$ cat config.mk
export PLATFORM = sky130hd
export DESIGN_NAME = indexed_list_store_flat
export DESIGN_NICKNAME = d
export VERILOG_FILES = /design/src/hw/rtl/ils_pkg.sv /design/src/hw/rtl/ils_if.sv /design/src/hw/rtl/ils_dp.sv /design/src/hw/rtl/ils_ctrl.sv /design/src/hw/rtl/indexed_list_store.sv /design/src/flat_wrapper.sv
export SDC_FILE = /design/constraint.sdc
export NUM_CORES = 1
export LEC_CHECK = 0
export BUFFER_PORTS_ARGS = -buffer_cell sky130_fd_sc_hd__buf_2
export CAP_MARGIN = 30
export CORE_ASPECT_RATIO = 1.5
export CORE_UTILIZATION = 30
export DETAILED_ROUTE_END_ITERATION = 8
export SLEW_MARGIN = 10
export SYNTH_ARGS = -nofsm -noshare
export SYNTH_HDL_FRONTEND = slang
export SYNTH_SLANG_ARGS = --single-unit
$ cat constraint.sdc
create_clock -name i_clk -period 6.2 [get_ports i_clk]
set_clock_uncertainty 0.15 [all_clocks]
set_input_delay 0.62 -clock i_clk [delete_from_list [all_inputs] [get_ports i_clk]]
set_output_delay 0.62 -clock i_clk [all_outputs]
set_load 0.02 [all_outputs]
$ cat src/hw/rtl/ils_pkg.sv
// Package with shared constants, codes and control types of the indexed list store.
`default_nettype none

package ils_pkg;

    // Default sizes of the store.
    localparam int DEF_CAPACITY    = 16;
    localparam int DEF_VALUE_WIDTH = 32;

    // Fixed widths of the request and result fields.
    localparam int MODE_W   = 3;
    localparam int INDEX_W  = 4;
    localparam int VALUE_W  = 32;
    localparam int RESULT_W = 32;
    localparam int STATUS_W = 2;
    localparam int COUNT_W  = 5;

    // Request kinds.
    typedef enum logic [MODE_W-1:0] {
        MODE_GET    = 3'd0,
        MODE_SET    = 3'd1,
        MODE_ADD    = 3'd2,
        MODE_DELETE = 3'd3,
        MODE_CLEAR  = 3'd4
    } t_mode;

    // Result status codes.
    typedef enum logic [STATUS_W-1:0] {
        STATUS_OK    = 2'd0,
        STATUS_RANGE = 2'd1,
        STATUS_FULL  = 2'd2
    } t_status;

    // Commands from the controller to the datapath.
    typedef struct packed {
        logic    load;   // capture a new result
        logic    rd;     // result carries the addressed word
        logic    wr;     // replace the addressed word
        logic    app;    // append at the end
        logic    del;    // remove the addressed word and close the gap
        logic    clr;    // empty the store
        t_status status;
    } t_cmd;

    // Status from the datapath to the controller.
    typedef struct packed {
        logic in_range;  // index lies below the fill count
        logic full;      // fill count has reached the capacity
    } t_stat;

endpackage

`default_nettype wire

$ cat src/hw/rtl/ils_if.sv
// Request and result channel interfaces of the indexed list store.
`default_nettype none

interface ils_req_if;
    import ils_pkg::*;

    logic               valid;
    logic               ready;
    logic [MODE_W-1:0]  mode;
    logic [INDEX_W-1:0] index;
    logic [VALUE_W-1:0] value;

    modport source (output valid, output mode, output index, output value, input ready);
    modport sink   (input valid, input mode, input index, input value, output ready);
endinterface

interface ils_rsp_if;
    import ils_pkg::*;

    logic                valid;
    logic                ready;
    logic [RESULT_W-1:0] result_value;
    logic [STATUS_W-1:0] status;
    logic [COUNT_W-1:0]  count;

    modport source (output valid, output result_value, output status, output count,
                    input ready);
    modport sink   (input valid, input result_value, input status, input count,
                    output ready);
endinterface

`default_nettype wire

$ cat src/hw/rtl/ils_dp.sv
// Datapath of the indexed list store: row of entry cells, fill count and result register.
`default_nettype none

module ils_dp #(
    parameter int CAPACITY    = ils_pkg::DEF_CAPACITY,
    parameter int VALUE_WIDTH = ils_pkg::DEF_VALUE_WIDTH
) (
    input  wire logic                          i_clk,
    input  wire logic                          i_rst_n,
    input  wire ils_pkg::t_cmd                 i_cmd,
    input  wire logic [ils_pkg::INDEX_W-1:0]   i_index,
    input  wire logic [ils_pkg::VALUE_W-1:0]   i_value,
    output ils_pkg::t_stat                     o_stat,
    output logic [ils_pkg::RESULT_W-1:0]       o_result_value,
    output logic [ils_pkg::STATUS_W-1:0]       o_status,
    output logic [ils_pkg::COUNT_W-1:0]        o_count
);
    import ils_pkg::*;

    localparam int CNT_W = $clog2(CAPACITY + 1);
    localparam int CMP_W = (CNT_W > INDEX_W) ? CNT_W : INDEX_W;
    // Only the first entries are reachable through the index field.
    localparam int RD_N  = (CAPACITY < (1 << INDEX_W)) ? CAPACITY : (1 << INDEX_W);

    logic [VALUE_WIDTH-1:0] r_entries [CAPACITY];
    logic [CNT_W-1:0]       r_count;
    logic [CNT_W-1:0]       n_count;
    logic [RESULT_W-1:0]    r_result_value;
    t_status                r_status;
    logic [VALUE_WIDTH-1:0] n_word;
    logic [VALUE_WIDTH-1:0] rd_word;

    assign n_word = VALUE_WIDTH'(i_value);

    always_comb begin
        rd_word = '0;
        for (int i = 0; i < RD_N; i++) begin
            if (i_index == INDEX_W'(i)) begin
                rd_word = r_entries[i];
            end
        end
    end

    assign o_stat.in_range = CMP_W'(i_index) < CMP_W'(r_count);
    assign o_stat.full     = r_count == CNT_W'(CAPACITY);

    // Each cell loads the appended word or the replacement word; all but the last can also load their upper neighbor.
    for (genvar g = 0; g < CAPACITY; g++) begin : g_cell
        logic sel_wr;
        logic sel_del;

        if (g < RD_N) begin : g_addr
            assign sel_wr = i_cmd.wr && (i_index == INDEX_W'(g));
        end else begin : g_noaddr
            assign sel_wr = 1'b0;
        end

        if (g < CAPACITY - 1) begin : g_shift
            assign sel_del = i_cmd.del && (CMP_W'(g) >= CMP_W'(i_index));
            always_ff @(posedge i_clk) begin
                if (i_cmd.app && r_count == CNT_W'(g)) begin
                    r_entries[g] <= n_word;
                end else if (sel_wr) begin
                    r_entries[g] <= n_word;
                end else if (sel_del) begin
                    r_entries[g] <= r_entries[g+1];
                end
            end
        end else begin : g_last
            assign sel_del = 1'b0;
            always_ff @(posedge i_clk) begin
                if ((i_cmd.app && r_count == CNT_W'(g)) || sel_wr || sel_del) begin
                    r_entries[g] <= n_word;
                end
            end
        end
    end

    always_comb begin
        n_count = r_count;
        if (i_cmd.clr) begin
            n_count = '0;
        end else if (i_cmd.app) begin
            n_count = r_count + CNT_W'(1);
        end else if (i_cmd.del) begin
            n_count = r_count - CNT_W'(1);
        end
    end

    always_ff @(posedge i_clk) begin
        if (!i_rst_n) begin
            r_count <= '0;
        end else begin
            r_count <= n_count;
        end
    end

    always_ff @(posedge i_clk) begin
        if (i_cmd.load) begin
            r_result_value <= i_cmd.rd ? RESULT_W'(rd_word) : '0;
            r_status       <= i_cmd.status;
        end
    end

    assign o_result_value = r_result_value;
    assign o_status       = r_status;
    assign o_count        = COUNT_W'(r_count);

    a_count_bound : assert property (@(posedge i_clk) disable iff (!i_rst_n)
        r_count <= CNT_W'(CAPACITY))
        else $error("fill count beyond capacity");

    a_append_grows : assert property (@(posedge i_clk) disable iff (!i_rst_n)
        i_cmd.app |=> r_count == $past(r_count) + CNT_W'(1))
        else $error("append did not grow the fill count");

    a_delete_shrinks : assert property (@(posedge i_clk) disable iff (!i_rst_n)
        i_cmd.del |=> r_count == $past(r_count) - CNT_W'(1))
        else $error("delete did not shrink the fill count");

endmodule

`default_nettype wire

$ cat src/hw/rtl/ils_ctrl.sv
// Controller of the indexed list store: request decode and result handshake.
`default_nettype none

module ils_ctrl (
    input  wire logic                         i_clk,
    input  wire logic                         i_rst_n,
    input  wire logic                         i_req_valid,
    input  wire logic [ils_pkg::MODE_W-1:0]   i_mode,
    input  wire logic                         i_rsp_ready,
    input  wire ils_pkg::t_stat               i_stat,
    output logic                              o_req_ready,
    output logic                              o_rsp_valid,
    output ils_pkg::t_cmd                     o_cmd
);
    import ils_pkg::*;

    typedef enum logic [1:0] {
        ST_IDLE = 2'b01,
        ST_HOLD = 2'b10
    } t_state;

    t_state r_state;
    t_state n_state;
    logic   accept;

    // A new request may enter whenever the held result leaves in the same cycle.
    assign o_req_ready = (r_state == ST_IDLE) || i_rsp_ready;
    assign o_rsp_valid = r_state == ST_HOLD;
    assign accept      = i_req_valid && o_req_ready;

    always_comb begin
        n_state = r_state;
        case (r_state)
            ST_IDLE: begin
                if (accept) begin
                    n_state = ST_HOLD;
                end
            end
            ST_HOLD: begin
                if (accept) begin
                    n_state = ST_HOLD;
                end else if (i_rsp_ready) begin
                    n_state = ST_IDLE;
                end
            end
            default: n_state = ST_IDLE;
        endcase
    end

    always_ff @(posedge i_clk) begin
        if (!i_rst_n) begin
            r_state <= ST_IDLE;
        end else begin
            r_state <= n_state;
        end
    end

    always_comb begin
        o_cmd        = '0;
        o_cmd.status = STATUS_OK;
        if (accept) begin
            o_cmd.load = 1'b1;
            case (i_mode)
                MODE_GET: begin
                    if (i_stat.in_range) begin
                        o_cmd.rd = 1'b1;
                    end else begin
                        o_cmd.status = STATUS_RANGE;
                    end
                end
                MODE_SET: begin
                    if (i_stat.in_range) begin
                        o_cmd.rd = 1'b1;
                        o_cmd.wr = 1'b1;
                    end else begin
                        o_cmd.status = STATUS_RANGE;
                    end
                end
                MODE_ADD: begin
                    if (!i_stat.full) begin
                        o_cmd.app = 1'b1;
                    end else begin
                        o_cmd.status = STATUS_FULL;
                    end
                end
                MODE_DELETE: begin
                    if (i_stat.in_range) begin
                        o_cmd.rd  = 1'b1;
                        o_cmd.del = 1'b1;
                    end else begin
                        o_cmd.status = STATUS_RANGE;
                    end
                end
                MODE_CLEAR: begin
                    o_cmd.clr = 1'b1;
                end
                default: begin
                    // Unused codes change nothing and report success.
                end
            endcase
        end
    end

    a_one_update : assert property (@(posedge i_clk) disable iff (!i_rst_n)
        $onehot0({o_cmd.wr, o_cmd.app, o_cmd.del, o_cmd.clr}))
        else $error("more than one store update in a cycle");

    a_load_holds : assert property (@(posedge i_clk) disable iff (!i_rst_n)
        o_cmd.load |=> o_rsp_valid)
        else $error("captured result not offered");

    a_refused_quiet : assert property (@(posedge i_clk) disable iff (!i_rst_n)
        (o_cmd.status != STATUS_OK) |-> !(o_cmd.wr || o_cmd.app || o_cmd.del || o_cmd.clr))
        else $error("refused request changed the store");

endmodule

`default_nettype wire

$ cat src/hw/rtl/indexed_list_store.sv
// Top level of the indexed list store: an ordered row of words with a fill count.
//
// Usage: requests arrive on i_req (mode, index, value) and each one yields exactly
// one result on o_rsp (result_value, status, count). Both channels use a
// valid/ready handshake; a transfer happens on a rising edge with both high.
// Modes are get, set, add, delete and clear. Get, set and delete address an
// entry by index; an index at or beyond the fill count gives status "out of
// range" and value zero. Add to a full store gives status "full". Set and
// delete return the old word; count always reports the entries held after
// the request.
//
// Latency and throughput: a request is decoded and executed in the cycle it is
// accepted, and its result is offered from the output register in the next
// cycle. One request per cycle is sustained while each result is taken at once:
// the entries live in a row of register cells, so a delete moves every later
// entry down in the same cycle. A stalled receiver holds the result; a new
// request is still taken in any cycle in which the held result is taken too.
// Reset empties the store (fill count zero) and drops any pending result; no
// clearing pass is needed, since entries are never read before being written.
`default_nettype none

module indexed_list_store #(
    parameter int CAPACITY    = ils_pkg::DEF_CAPACITY,
    parameter int VALUE_WIDTH = ils_pkg::DEF_VALUE_WIDTH
) (
    input  wire logic   i_clk,
    input  wire logic   i_rst_n,
    ils_req_if.sink     i_req,
    ils_rsp_if.source   o_rsp
);
    import ils_pkg::*;

    t_cmd  cmd;
    t_stat stat;

    // Controller: decides what each accepted request does and tracks the result.
    ils_ctrl u_ctrl (
        .i_clk       (i_clk),
        .i_rst_n     (i_rst_n),
        .i_req_valid (i_req.valid),
        .i_mode      (i_req.mode),
        .i_rsp_ready (o_rsp.ready),
        .i_stat      (stat),
        .o_req_ready (i_req.ready),
        .o_rsp_valid (o_rsp.valid),
        .o_cmd       (cmd)
    );

    // Datapath: entry cells, fill count and the result register.
    ils_dp #(
        .CAPACITY    (CAPACITY),
        .VALUE_WIDTH (VALUE_WIDTH)
    ) u_dp (
        .i_clk          (i_clk),
        .i_rst_n        (i_rst_n),
        .i_cmd          (cmd),
        .i_index        (i_req.index),
        .i_value        (i_req.value),
        .o_stat         (stat),
        .o_result_value (o_rsp.result_value),
        .o_status       (o_rsp.status),
        .o_count        (o_rsp.count)
    );

endmodule

`default_nettype wire

$ cat src/flat_wrapper.sv
// flat-port wrapper written by rule: the top's interface ports become plain ports
module indexed_list_store_flat import ils_pkg::*;
#(
    parameter int CAPACITY    = ils_pkg::DEF_CAPACITY,
    parameter int VALUE_WIDTH = ils_pkg::DEF_VALUE_WIDTH
)
  (i_clk, i_rst_n, i_req_valid, i_req_mode, i_req_index, i_req_value, i_req_ready, o_rsp_valid, o_rsp_result_value, o_rsp_status, o_rsp_count, o_rsp_ready);
  ils_req_if i_req_i ();
  ils_rsp_if o_rsp_i ();
  input  wire logic i_clk;
  input  wire logic i_rst_n;
  input wire logic [$bits(i_req_i.valid)-1:0] i_req_valid;
  input wire logic [$bits(i_req_i.mode)-1:0] i_req_mode;
  input wire logic [$bits(i_req_i.index)-1:0] i_req_index;
  input wire logic [$bits(i_req_i.value)-1:0] i_req_value;
  output wire logic [$bits(i_req_i.ready)-1:0] i_req_ready;
  output wire logic [$bits(o_rsp_i.valid)-1:0] o_rsp_valid;
  output wire logic [$bits(o_rsp_i.result_value)-1:0] o_rsp_result_value;
  output wire logic [$bits(o_rsp_i.status)-1:0] o_rsp_status;
  output wire logic [$bits(o_rsp_i.count)-1:0] o_rsp_count;
  input wire logic [$bits(o_rsp_i.ready)-1:0] o_rsp_ready;
  assign i_req_i.valid = i_req_valid;
  assign i_req_i.mode = i_req_mode;
  assign i_req_i.index = i_req_index;
  assign i_req_i.value = i_req_value;
  assign i_req_ready = i_req_i.ready;
  assign o_rsp_valid = o_rsp_i.valid;
  assign o_rsp_result_value = o_rsp_i.result_value;
  assign o_rsp_status = o_rsp_i.status;
  assign o_rsp_count = o_rsp_i.count;
  assign o_rsp_i.ready = o_rsp_ready;
  indexed_list_store #(.CAPACITY(CAPACITY), .VALUE_WIDTH(VALUE_WIDTH)) u_core (.i_clk(i_clk), .i_rst_n(i_rst_n), .i_req(i_req_i), .o_rsp(o_rsp_i));
endmodule
==> results.md, run 1 <==
* Avg Cell Area, Syn at 12.9 um2
* Sw Share at 23.9%
* Final net count at 2270
* Total CTS buffers at 50
* Die H at 379 um
* Post-cts sizing count at 0
* Crit path cell chain: clkinv_1 -> ha_1 -> nor2b_1 -> or4_1 -> a21oi_2 -> buf_4 -> o21ai_4 -> buf_4 -> nand3_2 -> buf_4
* Final Hold Vio Count at 0
* DRC at 0
* Cell Area, Placed at 30400 um2
* Slew headroom at 34.8%
* Slack of the critical path at 2.00 ns
* Fin crit period at 4.20 ns
* Sw Pwr at 1.93 mW
* Postcts setup bufs at 0
* Top cells by count, synth: 546 x edfxtp_1, 498 x mux2_2, 191 x a21oi_1
* Largest net degree at the start of global routing at 59
* Setup CP Type: flip-flop to flip-flop
* DRT Pass-1 Iters at 5
* Pins Over Slew Limit at 0
* Port Buf Inserts at 83
* CP bufs+invs at 4
* Synth Flop Type: edfxtp_1
* Starting density of the core at 30.2%
* Vias in the first global route at 19929
* Clk_lat worst skew at 0.60 ns
* Total nets after synthesis at 2265
* Num rows at 138
* First-pass GRT wire length at 130000 um
* Total gr overflow at 0
* Sink Count at 553
* Post-synthesis register bit count at 553
* Final instance area at 32000 um2
* WL met2 at 46800 um
* Max_cap viols at 0
* Synthesized cell area at 28500 um2
* Wl on met1 at 31300 um
* Worst Path Required at 6.28 ns
* Critical R2R Launch: u_core.u_dp.o_count[3]
* Inst Count DP at 3421
* Core Region at 94300 um2
* CP endpoint: u_core.u_dp.r_entries[1][132]
* Clk pwr share at 38.5%
* P&R area growth vs syn at 12.4%
* Top cells by area, synth: edfxtp_1 58%, mux2_2 20%, a21oi_1 3.4%, o21ai_0 2.7%, nand2_1 1.9%
* Worst-Margin Slew at 0.969 ns
* CP Max Fanout at 33
* Number of cells on the critical path at 10
* Post-CTS Hold Fix Bufs at 0
* F_max at 238 MHz
* Tcrit/Tclk final at 67.7%
* EDFF count, synth at 546
* Post-synthesis sequential area ratio at 58.1%
* Total track usage at 18.1%
* Drt total wl at 87600 um
* CP most frequent cell: buf_4
* FF-to-FF setup slack at 2.00 ns
* Met3 WL post-DR at 4290 um
* Endpoint type of the worst setup path: flip-flop
* Post-layout util at 34.0%
* Worst r2r dst: u_core.u_dp.r_entries[1][132]
* Synth warnings at 0
* Fillers at 9260
* Static leakage at 11.0 nW
* Die extent in x at 254 um
* Die area at 96200 um2
* Top delay family on crit path: buffers and inverters
* Dpl ws at 1.80 ns
* H-tree depth at 2
* Mapped Cells at 2211
* IO Pins at 84
* Type of the worst min-delay path: primary input to flip-flop
* Unrepaired setup endpoints after global routing: no
* Power per cell area at 252 nW/um2
* R2R cell count at 10
* Most common cell in the netlist: edfxtp_1
* Setup TNS Final at 0 ns
* Part of the power in registers at 52.1%
* DR top layer: met5
* WP data arrival at 4.28 ns
* Slowest Stage Delay on Critical Path at 0.56 ns
* Crit-path slowest cell: dfxtp_1
* Routed vias at 19251
* Logic pwr share at 9.4%
* Cell-internal power at 6.13 mW
* TritonCTS clock tree: yes
* CTS root buf: clkbuf_16
* GP Congestion at 0.911
* CP Launch Point: u_core.u_dp.o_count[3]
* Area leader, netlist: edfxtp_1
* Asr flop ratio synth at 0%
* Reg area at 16500 um2
* Vias per inst at 5.48
* Crit start category: flip-flop
* Max VDD drop at 0.000243 V
* Detail Route Antenna Nets at 0
* Outcome: finished, final reports clean
* Initial antenna violation count at 5
* Clk buf depth at 3
* Post-DR wirelength/cell at 25.0 um
* Detailed Place HPWL at 56400 um
* Area occupied by multi-input gates at 11200 um2
* Layout cells sized above 1 at 33.7%
* Clk pin slew, worst setup/hold paths at 0.07 ns
* Yosys cell types at 61
* Initial DRC Count at 1540
* Non-Filler Instances at 3510
* Synth top area share at 57.6%
* Final setup vio count at 0
[worst min path at each step]
stage	start	to	cells after the start
after floorplan	u_core.u_ctrl.r_state[0]	u_core.u_ctrl.r_state[0]	2
after global placement	u_core.u_ctrl.r_state[0]	u_core.u_ctrl.r_state[0]	2
final	i_rst_n	u_core.u_ctrl.r_state[0]	2
after CTS	i_rst_n	u_core.u_ctrl.r_state[0]	2
after detailed placement	u_core.u_ctrl.r_state[0]	u_core.u_ctrl.r_state[0]	2
after global routing	i_rst_n	u_core.u_ctrl.r_state[0]	2
[cells by family (layout without fill, tap and decap cells)]
logic type	after synthesis	count (layout)	synth area share, %
compound gates	547	547	11.5
fa+ha+maj	11	11	0.483
simple gates	313	313	4.99
flops	553	553	58.1
mux	547	547	21.6
other cells	0	1	0
buf+inv	240	278	3.34
[cell type report]
class / count / share of cell area [%]
sequential: 553 / 51.6
multi-input combinational: 1418 / 34.9
tap: 1260 / 4.92
clock buffer: 58 / 4.00
timing repair buffer: 147 / 3.10
clock inverter: 27 / 0.840
inverter: 46 / 0.539
antenna: 1 / 0.00782
[sequential cells by signal, summed over array words and instances, names as in the netlist]
register,cells
u_core.u_dp.r_entries,512
u_core.u_dp.o_result_value,32
u_core.u_dp.o_count,5
u_core.u_ctrl.r_state,2
u_core.u_dp.o_status,2
[cells in the final DEF (no fill, tap or decap), types with 11 or more instances in the layout]
cell / synthesis / layout
edfxtp_1: 546 / 546
mux2_2: 498 / 498
a21oi_1: 191 / 189
o21ai_0: 154 / 152
nand2_1: 145 / 141
buf_2: 38 / 79
buf_4: 1 / 61
nor2_1: 57 / 57
clkbuf_16: 0 / 50
inv_1: 42 / 42
nand3_1: 43 / 37
o221ai_1: 34 / 33
mux2i_1: 32 / 32
o21a_1: 31 / 31
a31oi_1: 31 / 31
a21o_1: 33 / 30
a211o_1: 29 / 29
mux2_1: 15 / 15
nor2b_1: 15 / 12
ha_1: 11 / 11
[routing by layer]
metal,track usage [%],vias up
met1,19.5,9768
met5,0,-
met4,10.4,4
met2,33.7,803
met3,1.99,244
li1,-,8432
[power by group through the flow]
| stage | registers (mW) | clock network (mW) | logic [mW] |
|---|---|---|---|
| after floorplan | 4.30 | 0 | 0.458 |
| after global placement | 4.28 | 0 | 0.727 |
| after detailed placement | 4.28 | 0 | 0.745 |
| after CTS | 4.20 | 3.16 | 0.749 |
| after global routing | 4.20 | 3.26 | 0.808 |
| final | 4.20 | 3.10 | 0.758 |
[through the flow]
step                      total power [mW]  hold WS [ns]
after global placement                5.00         0.338
after detailed placement              5.02         0.366
after CTS                             8.10        0.0270
final                                 8.06        0.0494
after floorplan                       4.76         0.320
after global routing                  8.27        0.0580
Note: power is estimated with default switching activity, not from simulation.
==> run 2: changes to the inputs <==
==> constraint.sdc (replaced) <==
create_clock -name i_clk -period 4.1 [get_ports i_clk]
set_clock_uncertainty 0.15 [all_clocks]
set_input_delay 0.41 -clock i_clk [delete_from_list [all_inputs] [get_ports i_clk]]
set_output_delay 0.41 -clock i_clk [all_outputs]
set_load 0.02 [all_outputs]
==> run 2 against run 1 <==
  * Core utilization is 0.45 points higher
  * First-iteration DRC count grew 29%
  * Flip-flop and latch count is the same
  * Critical path depth decreased by 1
  * Critical endpoint is now u_core.u_dp.r_entries[0][95]
  * Highest routed layer unchanged
==> results.md, run 2 (same netlist as run 1, synthesis figures left out) <==
* Outcome: finished, final reports clean (unchanged)
* Critical R2R Launch: u_core.u_dp.o_count[3] (unchanged)
* Core Region at 94300 um2 (unchanged)
* Endpoint, Worst Hold: u_core.u_dp.r_entries[1][241] (was u_core.u_ctrl.r_state[0])
* Most frequent cells in the layout: 546 x edfxtp_1, 498 x mux2_2, 188 x a21oi_1 (was 546 x edfxtp_1, 498 x mux2_2, 189 x a21oi_1)
* Starting density of the core at 30.2% (unchanged)
* Clk_lat worst skew at 0.62 ns (was 0.60 ns)
* Hold path cells at 1 (was 2)
* R2R cell count at 9 (was 10)
* Die area at 96200 um2 (unchanged)
* Die H at 379 um (unchanged)
* Final net count at 2300 (was 2270)
* CP Max Fanout at 17 (was 33)
* Num rows at 138 (unchanged)
* Static leakage at 11.2 nW (was 11.0 nW)
* Final Hold Vio Count at 0 (unchanged)
* Setup TNS Final at 0 ns (unchanged)
* Slew headroom at 40.6% (was 34.8%)
* Worst Path Required at 4.22 ns (was 6.28 ns)
* Clk pin slew, worst setup/hold paths at 0.07 ns (about the same)
* Largest Register: u_core.u_dp.r_entries (unchanged)
* Detailed Place HPWL at 57900 um (was 56400 um)
* Power per cell area at 379 nW/um2 (was 252 nW/um2)
* Tcrit/Tclk final at 86.8% (was 67.7%)
* Post-cts sizing count at 0 (unchanged)
* Post-DR wirelength/cell at 25.3 um (was 25.0 um)
* Drt total wl at 89600 um (was 87600 um)
* Die extent in x at 254 um (unchanged)
* Crit start category: flip-flop (unchanged)
* Total CTS buffers at 50 (unchanged)
* Logic pwr share at 9.5% (was 9.4%)
* Sw Pwr at 2.99 mW (was 1.93 mW)
* Number of flip-flops in the largest register at 512 (unchanged)
* Final instance area at 32400 um2 (was 32000 um2)
* Final setup vio count at 0 (unchanged)
* Endpoint type of the worst setup path: flip-flop (unchanged)
* P&R area growth vs syn at 13.9% (was 12.4%)
* FF-to-FF setup slack at 0.54 ns (was 2.00 ns)
* Vias per inst at 5.48 (about the same)
* GP Congestion at 0.849 (was 0.911)
* Total gr overflow at 0 (unchanged)
* Max_cap viols at 0 (unchanged)
* Cell Area, Placed at 30800 um2 (was 30400 um2)
* Largest net degree at the start of global routing at 66 (was 59)
* H-tree depth at 2 (unchanged)
* Pins Over Slew Limit at 0 (unchanged)
* Post-CTS Hold Fix Bufs at 1 (was 0)
* DRC at 0 (unchanged)
* CTS root buf: clkbuf_16 (unchanged)
* Fin crit period at 3.56 ns (was 4.20 ns)
* Sw Share at 24.3% (was 23.9%)
* Worst-Margin Slew at 0.891 ns (was 0.969 ns)
* First-pass GRT wire length at 133000 um (was 130000 um)
* Routed vias at 19450 (was 19251)
* Detail Route Antenna Nets at 0 (unchanged)
* IO Pins at 84 (unchanged)
* Initial DRC Count at 1984 (was 1540)
* Vias in the first global route at 20348 (was 19929)
* Clk buf depth at 3 (unchanged)
* Cell-internal power at 9.29 mW (was 6.13 mW)
* Sink Count at 553 (unchanged)
* Setup CP Type: flip-flop to flip-flop (unchanged)
* F_max at 281 MHz (was 238 MHz)
* Initial antenna violation count at 8 (was 5)
* Part of the power in registers at 51.7% (was 52.1%)
* Postcts setup bufs at 0 (unchanged)
* Layout cells sized above 1 at 34.7% (was 33.7%)
* Hold path startpoint: i_req_value[17] (was i_rst_n)
* Max VDD drop at 0.000404 V (was 0.000243 V)
* Total track usage at 18.6% (was 18.1%)
* Port Buf Inserts at 83 (unchanged)
* Clk pwr share at 38.8% (was 38.5%)
* Worst r2r dst: u_core.u_dp.r_entries[0][95] (was u_core.u_dp.r_entries[1][132])
* DRT Pass-1 Iters at 6 (was 5)
* Type of the worst min-delay path: primary input to flip-flop (unchanged)
* WP data arrival at 3.68 ns (was 4.28 ns)
* Commonest non-fill, non-tap cell in the layout: edfxtp_1 (unchanged)
* TritonCTS clock tree: yes (unchanged)
* Unrepaired setup endpoints after global routing: no (unchanged)
==> run 2: how the worst max path moves through the flow <==
stage / slack [ns] / endpoint / cells after the start / from
CTS: 0.62 / u_core.u_dp.r_entries[1][139] / 9 / u_core.u_dp.o_count[3]
finish: 0.54 / u_core.u_dp.r_entries[0][95] / 9 / u_core.u_dp.o_count[3]
global route: 0.45 / u_core.u_dp.r_entries[1][139] / 9 / u_core.u_dp.o_count[3]
global placement: 0.65 / u_core.u_dp.r_entries[0][74] / 9 / u_core.u_dp.o_count[3]
floorplan: -0.48 / u_core.u_dp.r_entries[0][32] / 6 / u_core.u_ctrl.r_state[1]
detailed placement: 0.65 / u_core.u_dp.r_entries[1][142] / 9 / u_core.u_dp.o_count[3]
==> run 2: worst max-delay path, cell delays in order, from the launching register on <==
cell and delay, ns:
dfxtp_1 0.57, clkinv_1 0.16, ha_1 0.25, nor2b_1 0.15, or4_1 0.43, a21oi_2 0.37, buf_12 0.21, o211ai_1 0.22
o211ai_1 0.31, buf_4 0.39
==> run 2: power groups by stage <==
stage	logic [mW]	registers (mW)	clock network (mW)
2_1_floorplan	0.693	6.50	0
3_3_place_gp	1.12	6.47	0
3_5_place_dp	1.15	6.47	0
4_1_cts	1.16	6.35	4.86
5_1_grt	1.24	6.35	5.02
6_report	1.16	6.35	4.77
==> run 2: area by class of cell <==
class                      instances  area, um2
antenna                            3       7.51
clock buffer                      58       1300
clock inverter                    34        300
fill                            9335      61800
inverter                          46        173
multi-input combinational       1418      11200
sequential                       553      16500
tap                             1260       1580
timing repair buffer             177       1340
==> run 2: per-stage QoR <==
stage          hold slack (ns)  std cells  setup slack, ns  power (mW)  util (%)
6_report                0.0346       3549            0.540        12.3      34.4
3_5_place_dp             0.372       3453            0.649        7.62      32.7
3_3_place_gp             0.338       3453            0.654        7.59      32.7
2_1_floorplan            0.320       2211           -0.476        7.20         -
5_1_grt                 0.0410       3548            0.446        12.6      34.4
4_1_cts                 0.0114       3546            0.624        12.4      34.4
==> run 2: routing by layer <==
| metal | share of wire [%] | vias up | GRT usage [%] |
|---|---|---|---|
| met4 | 5.2 | 2 | 9.88 |
| met1 | 36 | 9904 | 20.2 |
| met3 | 5.0 | 270 | 2.40 |
| met2 | 54 | 776 | 34.7 |
| li1 | - | 8498 | - |
| met5 | 0.015 | - | 0 |
